**config.mk**
```make
export PLATFORM = sky130hd
export DESIGN_NAME = light_pulse_symbol_receiver_unit
export DESIGN_NICKNAME = d
export VERILOG_FILES = /design/src/sv/lpsr_pkg.sv /design/src/sv/light_pulse_symbol_receiver_unit.sv /design/src/sv/lpsr_run.sv /design/src/sv/lpsr_symbol.sv
export VERILOG_INCLUDE_DIRS = /design/src /design/src/sv
export SDC_FILE = /design/constraint.sdc
export NUM_CORES = 1
export LEC_CHECK = 0
export BUFFER_PORTS_ARGS = -buffer_cell sky130_fd_sc_hd__buf_2
export CORE_MARGIN = 2
export CORE_UTILIZATION = 62
export CTS_BUF_LIST = sky130_fd_sc_hd__clkbuf_4
export DETAILED_ROUTE_END_ITERATION = 12
export GPL_TIMING_DRIVEN = 0
export PLACE_DENSITY_LB_ADDON = 0.25
export SYNTH_ARGS = -nofsm -noshare
export SYNTH_HDL_FRONTEND = slang
export SYNTH_HIERARCHICAL = 1
export SYNTH_SLANG_ARGS = --single-unit
```
**constraint.sdc**
```tcl
create_clock -name aclk -period 4.4 [get_ports aclk]
set_clock_uncertainty 0.1 [all_clocks]
set_input_delay 0.44 -clock aclk [delete_from_list [all_inputs] [get_ports aclk]]
set_output_delay 0.44 -clock aclk [all_outputs]
set_load 0.005 [all_outputs]
```
**src/sv/light_pulse_symbol_receiver_unit_defines.svh**
```systemverilog
// Assertion macros shared by the receiver RTL.
`ifndef LIGHT_PULSE_SYMBOL_RECEIVER_UNIT_DEFINES_SVH
`define LIGHT_PULSE_SYMBOL_RECEIVER_UNIT_DEFINES_SVH

// Same-cycle implication, disabled during reset.
`define LPSR_ASSERT_IMPL(label, clk, rstn, ante, cons, msg) \
    label: assert property (@(posedge clk) disable iff (!(rstn)) (ante) |-> (cons)) \
        else $error(msg);

// Next-cycle implication, disabled during reset.
`define LPSR_ASSERT_NEXT(label, clk, rstn, ante, cons, msg) \
    label: assert property (@(posedge clk) disable iff (!(rstn)) (ante) |=> (cons)) \
        else $error(msg);

`endif

```
**src/sv/lpsr_pkg.sv**
```systemverilog
// Package with shared types and constants of the light pulse symbol receiver.
`default_nettype none

package lpsr_pkg;

    localparam int LEVEL_W = 16;
    localparam int SYM_W   = 4;
    localparam int DIGIT_W = 4;
    localparam int CFG_IDX_W  = 2;
    localparam int CFG_DATA_W = 16;

    // Configuration register indexes
    localparam logic [CFG_IDX_W-1:0] CFG_THRESHOLD = 2'd0;
    localparam logic [CFG_IDX_W-1:0] CFG_START_PAT = 2'd1;
    localparam logic [CFG_IDX_W-1:0] CFG_END_PAT   = 2'd2;

    // Register reset values
    localparam logic [LEVEL_W-1:0] THRESHOLD_RST = 16'd75;
    localparam logic [SYM_W-1:0]   START_PAT_RST = 4'b1110;
    localparam logic [SYM_W-1:0]   END_PAT_RST   = 4'b1100;

    // Symbol code that carries digit zero
    localparam logic [SYM_W-1:0] CODE_DIGIT_ZERO = 4'b1010;
    localparam logic [SYM_W-1:0] CODE_DIGIT_MIN  = 4'd1;
    localparam logic [SYM_W-1:0] CODE_DIGIT_MAX  = 4'd9;

    typedef enum logic [1:0] {
        EVT_NONE  = 2'd0,
        EVT_START = 2'd1,
        EVT_END   = 2'd2,
        EVT_DIGIT = 2'd3
    } evt_t;

    // One recovered bit, when done is set
    typedef struct packed {
        logic done;
        logic value;
    } bit_evt_t;

    // Symbol decoder result
    typedef struct packed {
        evt_t               evt;
        logic [DIGIT_W-1:0] digit;
    } sym_res_t;

endpackage

`default_nettype wire

```
**src/sv/light_pulse_symbol_receiver_unit.sv**
```systemverilog
// Top level of the light pulse symbol receiver.
//
// Input channel (s_valid/s_ready/s_light_level): one light sample per transfer.
// Result channel (m_*): exactly one result per sample: the sliced level, a flag
// and value for a recovered bit, a frame event and a decoded digit.
// Configuration: cfg_wr_en writes cfg_data into register cfg_index
// (0 threshold, 1 start pattern, 2 end pattern); write only while idle.
// From input transfer to m_valid: the sample is held in an input register,
// sliced and decoded in one combinational pass (threshold compare, run
// tracker, symbol decoder), and caught in the result register.
// Throughput: one sample per cycle while results are taken; the input register
// refills in the same cycle that its sample moves to the result register.
// Stall: when m_ready is low the result holds, the input register keeps one
// more sample, and then s_ready drops until the result is taken.
// Reset (aresetn low, synchronous): both registers empty, run and symbol
// state cleared, frame idle, configuration back to 75 / 1110 / 1100.
`default_nettype none
`include "light_pulse_symbol_receiver_unit_defines.svh"

module light_pulse_symbol_receiver_unit #(
    parameter int SAMPLES_PER_BIT = 4
) (
    input  wire logic        aclk,
    input  wire logic        aresetn,
    input  wire logic        s_valid,
    output logic             s_ready,
    input  wire logic [15:0] s_light_level,
    output logic             m_valid,
    input  wire logic        m_ready,
    output logic             m_sliced_bit,
    output logic             m_bit_done,
    output logic             m_recovered_bit,
    output logic [1:0]       m_event_res,
    output logic [3:0]       m_digit,
    input  wire logic        cfg_wr_en,
    input  wire logic [1:0]  cfg_index,
    input  wire logic [15:0] cfg_data
);
    import lpsr_pkg::*;

    logic [LEVEL_W-1:0] threshold_reg;
    logic [SYM_W-1:0]   start_pat_reg;
    logic [SYM_W-1:0]   end_pat_reg;

    logic               in_valid_reg;
    logic [LEVEL_W-1:0] in_level_reg;
    logic               advance;
    logic               sliced;
    bit_evt_t           bit_evt;
    sym_res_t           sym_res;

    // Configuration registers; unknown indexes are ignored.
    always_ff @(posedge aclk) begin
        if (!aresetn) begin
            threshold_reg <= THRESHOLD_RST;
            start_pat_reg <= START_PAT_RST;
            end_pat_reg   <= END_PAT_RST;
        end else if (cfg_wr_en) begin
            unique case (cfg_index)
                CFG_THRESHOLD: threshold_reg <= cfg_data;
                CFG_START_PAT: start_pat_reg <= cfg_data[SYM_W-1:0];
                CFG_END_PAT:   end_pat_reg   <= cfg_data[SYM_W-1:0];
                default: ;
            endcase
        end
    end

    // Move the held sample on when the result register is free or being drained.
    assign advance = in_valid_reg && (!m_valid || m_ready);
    assign s_ready = !in_valid_reg || advance;

    always_ff @(posedge aclk) begin
        if (!aresetn) begin
            in_valid_reg <= 1'b0;
        end else if (s_ready) begin
            in_valid_reg <= s_valid;
        end
    end

    always_ff @(posedge aclk) begin
        if (s_valid && s_ready) begin
            in_level_reg <= s_light_level;
        end
    end

    // Slice: strictly above the threshold is light on.
    assign sliced = in_level_reg > threshold_reg;

    lpsr_run #(
        .SAMPLES_PER_BIT(SAMPLES_PER_BIT)
    ) u_run (
        .aclk    (aclk),
        .aresetn (aresetn),
        .advance (advance),
        .sliced  (sliced),
        .bit_evt (bit_evt)
    );

    lpsr_symbol u_symbol (
        .aclk      (aclk),
        .aresetn   (aresetn),
        .advance   (advance),
        .bit_evt   (bit_evt),
        .start_pat (start_pat_reg),
        .end_pat   (end_pat_reg),
        .res       (sym_res)
    );

    // Result register: valid drops once taken unless a new sample moves in.
    always_ff @(posedge aclk) begin
        if (!aresetn) begin
            m_valid <= 1'b0;
        end else if (advance) begin
            m_valid <= 1'b1;
        end else if (m_ready) begin
            m_valid <= 1'b0;
        end
    end

    always_ff @(posedge aclk) begin
        if (advance) begin
            m_sliced_bit    <= sliced;
            m_bit_done      <= bit_evt.done;
            m_recovered_bit <= bit_evt.value;
            m_event_res     <= sym_res.evt;
            m_digit         <= sym_res.digit;
        end
    end

    // A frame event can only come from a symbol that a recovered bit completed.
    `LPSR_ASSERT_IMPL(a_event_needs_bit, aclk, aresetn, m_valid && (m_event_res != EVT_NONE),
                      m_bit_done, "frame event without a recovered bit")
    // The digit field is zero unless a digit was received, and never above nine.
    `LPSR_ASSERT_IMPL(a_digit_range, aclk, aresetn, m_valid,
                      ((m_event_res == EVT_DIGIT) && (m_digit <= CODE_DIGIT_MAX))
                      || (m_digit == '0), "digit field out of range")
    // No recovered value without the done flag.
    `LPSR_ASSERT_IMPL(a_bit_value, aclk, aresetn, m_valid && !m_bit_done,
                      !m_recovered_bit, "recovered bit set without done")
    // A held sample that cannot move on stays in the input register.
    `LPSR_ASSERT_NEXT(a_input_held, aclk, aresetn, in_valid_reg && !advance,
                      in_valid_reg && $stable(in_level_reg), "held sample lost")

endmodule

`default_nettype wire

```
**src/sv/lpsr_run.sv**
```systemverilog
// Run-length tracker that turns sliced samples into recovered bits.
`default_nettype none

module lpsr_run #(
    parameter int SAMPLES_PER_BIT = 4
) (
    input  wire logic              aclk,
    input  wire logic              aresetn,
    input  wire logic              advance,
    input  wire logic              sliced,
    output lpsr_pkg::bit_evt_t     bit_evt
);
    import lpsr_pkg::*;

    localparam int RL_W = $clog2(SAMPLES_PER_BIT);
    localparam logic [RL_W-1:0] LEN_ONE  = RL_W'(1);
    localparam logic [RL_W-1:0] LEN_LAST = RL_W'(SAMPLES_PER_BIT - 1);

    logic            level_reg, level_next;
    logic [RL_W-1:0] len_reg, len_next;

    always_comb begin
        level_next    = level_reg;
        len_next      = len_reg;
        bit_evt.done  = 1'b0;
        bit_evt.value = 1'b0;
        if (len_reg == '0) begin
            // empty run: open a new one at this level
            level_next = sliced;
            len_next   = LEN_ONE;
        end else if (sliced != level_reg) begin
            // level change; a run one short of full still yields its bit
            if (len_reg == LEN_LAST) begin
                bit_evt.done  = 1'b1;
                bit_evt.value = level_reg;
            end
            level_next = sliced;
            len_next   = LEN_ONE;
        end else if (len_reg == LEN_LAST) begin
            bit_evt.done  = 1'b1;
            bit_evt.value = sliced;
            len_next      = '0;
        end else begin
            len_next = len_reg + LEN_ONE;
        end
    end

    always_ff @(posedge aclk) begin
        if (!aresetn) begin
            level_reg <= 1'b0;
            len_reg   <= '0;
        end else if (advance) begin
            level_reg <= level_next;
            len_reg   <= len_next;
        end
    end

endmodule

`default_nettype wire

```
**src/sv/lpsr_symbol.sv**
```systemverilog
// Symbol assembler and frame decoder for recovered bits.
`default_nettype none

module lpsr_symbol (
    input  wire logic                       aclk,
    input  wire logic                       aresetn,
    input  wire logic                       advance,
    input  wire lpsr_pkg::bit_evt_t         bit_evt,
    input  wire logic [lpsr_pkg::SYM_W-1:0] start_pat,
    input  wire logic [lpsr_pkg::SYM_W-1:0] end_pat,
    output lpsr_pkg::sym_res_t              res
);
    import lpsr_pkg::*;

    logic [SYM_W-1:0] bits_reg, bits_next;
    logic [1:0]       fill_reg, fill_next;
    logic             open_reg, open_next;
    logic [SYM_W-1:0] code;
    logic [1:0]       pos;

    always_comb begin
        bits_next = bits_reg;
        fill_next = fill_reg;
        open_next = open_reg;
        res.evt   = EVT_NONE;
        res.digit = '0;
        // first bit lands at the top
        pos       = 2'd3 - fill_reg;
        code      = bits_reg;
        code[pos] = bit_evt.value;
        if (bit_evt.done) begin
            bits_next = code;
            if (fill_reg == 2'd3) begin
                fill_next = 2'd0;
                if (!open_reg) begin
                    if (code == start_pat) begin
                        open_next = 1'b1;
                        res.evt   = EVT_START;
                    end else begin
                        // slide: keep the last three bits and wait for one more
                        bits_next = {code[SYM_W-2:0], 1'b0};
                        fill_next = 2'd3;
                    end
                end else if (code == end_pat) begin
                    open_next = 1'b0;
                    res.evt   = EVT_END;
                end else if (code == CODE_DIGIT_ZERO) begin
                    res.evt = EVT_DIGIT;
                end else if (code >= CODE_DIGIT_MIN && code <= CODE_DIGIT_MAX) begin
                    res.evt   = EVT_DIGIT;
                    res.digit = code;
                end
            end else begin
                fill_next = fill_reg + 2'd1;
            end
        end
    end

    always_ff @(posedge aclk) begin
        if (!aresetn) begin
            bits_reg <= '0;
            fill_reg <= '0;
            open_reg <= 1'b0;
        end else if (advance) begin
            bits_reg <= bits_next;
            fill_reg <= fill_next;
            open_reg <= open_next;
        end
    end

endmodule

`default_nettype wire
```
==> summary.txt <==
Final layout
  • Synth-to-Final Area Change: 14.2%
  • Diode count: 0
  • Nets@finish: 402
  • Layout cells sized above 1: 0.206
  • Post-Layout Cell Count: 399
  • FILL cells: 372

Pwr
  • Total power: 1.04 mW
  • Cell internal pwr: 0.787 mW
  • Sequential group share of total power: 0.601
  • P_sw: 0.249 mW
  • Worst VDD drop: 240 uV
  • Switch share: 0.240
  • Leakage: 1.38 nW
  • Comb power frac: 0.096
  • Pwr Density: 308 nW/um^2
  • Clock network power share: 0.303

Synthesis
  • Mapped Nets: 342
  • Largest cells by area after synthesis: edfxtp_1, dfxtp_1, ha_1
  • Flops & latches, synth: 61
  • Synth top area share: 0.255
  • Mapped Cells: 280
  • Cell taking the most area after synthesis: edfxtp_1
  • Post-synthesis cell type count: 45
  • Top-count cell post-synth: nand2_1
  • Synth warn: 6
  • Seq/Total Area, Yosys: 0.500
  • Post-synth EDFFs: 25
  • Netlist Area Pre-Place: 2940 sq um
  • Main synth FF type: dfxtp_1
  • Fraction of registers with async set/reset: 0
  • Synth top cells by count: nand2_1, dfxtp_1, edfxtp_1, ha_1, inv_1
  • Mean area per synthesized cell: 10.5 sq um

Critical path
  • Worst path arrival time: 2.96 ns
  • R2R setup slack: 1.62 ns
  • Critical Path Slowest Stage Cell: o41ai_4
  • CP max stage delay: 0.62 ns
  • CP Buf/Inv Count: 1
  • Crit path launch type: flip-flop
  • WS Path Type: flip-flop to flip-flop
  • CP Capture Type: flip-flop
  • FF-to-FF Start: u_run/len_reg[0]
  • Crit-path max FO: 8
  • Worst path required time: 4.58 ns
  • R2R depth: 8
  • Reg2reg end: u_symbol/bits_reg[2]
  • Worst path cell trace: inv_1, ha_1, and3b_1, mux2i_2, xnor2_1, o41ai_4, mux2i_1, o21ai_0
  • Largest delay share family, worst path: compound AO/OA/AOI/OAI gates

Place
  • Detailed placement HPWL: 4.20 mm
  • IO buf count: 49
  • Setup WS pre-CTS: 1.65 ns
  • Final GP Congestion: 0.809
  • Placed instance count: 383

Route
  • DR vias: 2189
  • Final wirelength: 5.59 mm
  • Iteration-0 DRC Markers: 100
  • Final ANT Viol Nets: 0
  • DRC violations left: 0
  • Pre-Repair DR Iteration Count: 4
  • Wire per inst: 14.0 um
  • Vias/cell: 5.49

Die
  • Initial Util: 0.632
  • I/O pin total: 50
  • Chip width: 72.9 um
  • Row count: 25
  • Die height: 72.9 um
  • Die area: 5320 sq um
  • Core Box Area: 4660 sq um

Global route
  • First-pass GRT wire length: 9.49 mm
  • Vias in the first global route: 2169
  • Initial antenna violation count: 0
  • Largest net degree at the start of global routing: 17
  • Total GRT Usage: 0.241
  • Total gr overflow: 0

STA
  • Final Setup Violations: 0
  • TNS Setup: 0 ns
  • Worst-margin pin slew: 1.27 ns
  • Tcrit/Tclk final: 0.632
  • RSZ-0062 raised after global routing: false
  • Final critical-path required period: 2.78 ns
  • Rel. slew slack: 0.150
  • F_max: 360 MHz
  • Hold Vio Cnt, Final: 0
  • Worst setup slack after layout: 1.62 ns
  • Max-slew violation count: 0

Clock tree
  • CTS max path bufs: 2
  • H-tree Lvls: 3
  • Clk Latency, worst-skew pair: 0.40 ns
  • CTS Hold Bufs: 0
  • Clock-pin slew on the worst setup and hold paths: 0.10 ns
  • Clock tree sinks: 61
  • CTS root buffer: clkbuf_4
  • Total CTS buffers: 9
  • CTS tree: built
  • Post-CTS Setup Repair Bufs: 0
  • Post-CTS sizing: 0

Job
  • # Max-Cap Violations: 0

Min path
  • Hold Crit Start: s_light_level[8]
  • Hold endpoint: in_level_reg[8]
  • Hold depth: 1
  • Min-Delay Path Class: input port to flip-flop

Run status
  • Outcome: finished, final reports clean
[layer usage]
layer | vias to the layer above | track usage | part of all wire
met2 | 59 | 0.387 | 0.47
met1 | 1017 | 0.302 | 0.47
met5 | - | 0 | 0
li1 | 1100 | - | -
met3 | 13 | 0.0470 | 0.043
met4 | 0 | 0.140 | 0.022
[metrics by stage]
stage	util	cell area [sq um]	hold WS (ns)
2_1_floorplan	-	2940	0.335
3_3_place_gp	0.699	3260	0.343
3_5_place_dp	0.699	3260	0.356
4_1_cts	0.722	3360	0.0831
5_1_grt	0.722	3360	0.0821
6_report	0.722	3360	0.111
[worst max path at each step]
| stage | endpoint | cells past startpoint | start | slack [ns] |
|---|---|---|---|---|
| 3_3_place_gp | u_symbol/bits_reg[2] | 9 | m_ready | 1.71 |
| 5_1_grt | u_symbol/bits_reg[3] | 8 | u_run/len_reg[0] | 1.40 |
| 2_1_floorplan | u_symbol/bits_reg[2] | 8 | u_run/len_reg[0] | 2.05 |
| 6_report | u_symbol/bits_reg[2] | 8 | u_run/len_reg[0] | 1.62 |
| 4_1_cts | u_symbol/bits_reg[2] | 8 | u_run/len_reg[0] | 1.65 |
| 3_5_place_dp | u_symbol/bits_reg[2] | 9 | m_ready | 1.65 |
[cells by family (layout without fill, tap and decap cells)]
family                   Yosys count  in the layout  synth area share
AND/OR/NAND/NOR                   95             95             0.162
flip-flops                        61             61             0.500
AO/OA/AOI/OAI                     49             49             0.119
buffers and inverters             27             92            0.0374
adder cells (fa/ha/maj)           23             23            0.0977
multiplexers                      16             16            0.0574
XOR/XNOR                           9              9            0.0268
[power groups by stage]
stage / combinational, mW / sequential [mW] / clock, mW
6_report: 0.0996 / 0.622 / 0.314
5_1_grt: 0.114 / 0.625 / 0.345
4_1_cts: 0.101 / 0.622 / 0.323
3_5_place_dp: 0.0998 / 0.635 / 0
3_3_place_gp: 0.0948 / 0.634 / 0
2_1_floorplan: 0.0584 / 0.633 / 0
[area by class of cell]
type / instances / area, sq um / share of cell area
buffer: 6 / 31.3 / 0.00930
clock buffer: 12 / 90.1 / 0.0268
clock inverter: 4 / 16.3 / 0.00484
inverter: 21 / 78.8 / 0.0234
multi-input combinational: 192 / 1360 / 0.405
sequential: 61 / 1470 / 0.437
tap: 54 / 67.6 / 0.0201
timing repair buffer: 49 / 245 / 0.0729
[cell usage in the layout, fill, tap and decap left out, drive strengths merged, types with 2 or more instances in the layout]
| cell type | count |
|---|---|
| a21boi | 15 |
| a21oi | 10 |
| and2 | 3 |
| buf | 51 |
| clkbuf | 16 |
| clkinv | 4 |
| dfxtp | 36 |
| edfxtp | 25 |
| ha | 23 |
| inv | 21 |
| mux2i | 15 |
| nand2 | 49 |
| nand2b | 2 |
| nand3 | 6 |
| nand3b | 5 |
| nand4 | 4 |
| nor2 | 8 |
| nor2b | 9 |
| nor4 | 2 |
| o211ai | 3 |
| o21a | 3 |
| o21ai | 9 |
| xnor2 | 5 |
| xor2 | 4 |
[worst register-to-register path: stages, from the launching register on]
cell and delay, ns:
dfxtp_1 0.43, inv_1 0.07, ha_1 0.23, and3b_1 0.42
mux2i_2 0.22, xnor2_1 0.22, o41ai_4 0.62, mux2i_1 0.26
o21ai_0 0.10
Power figures use the tool's default switching activity.
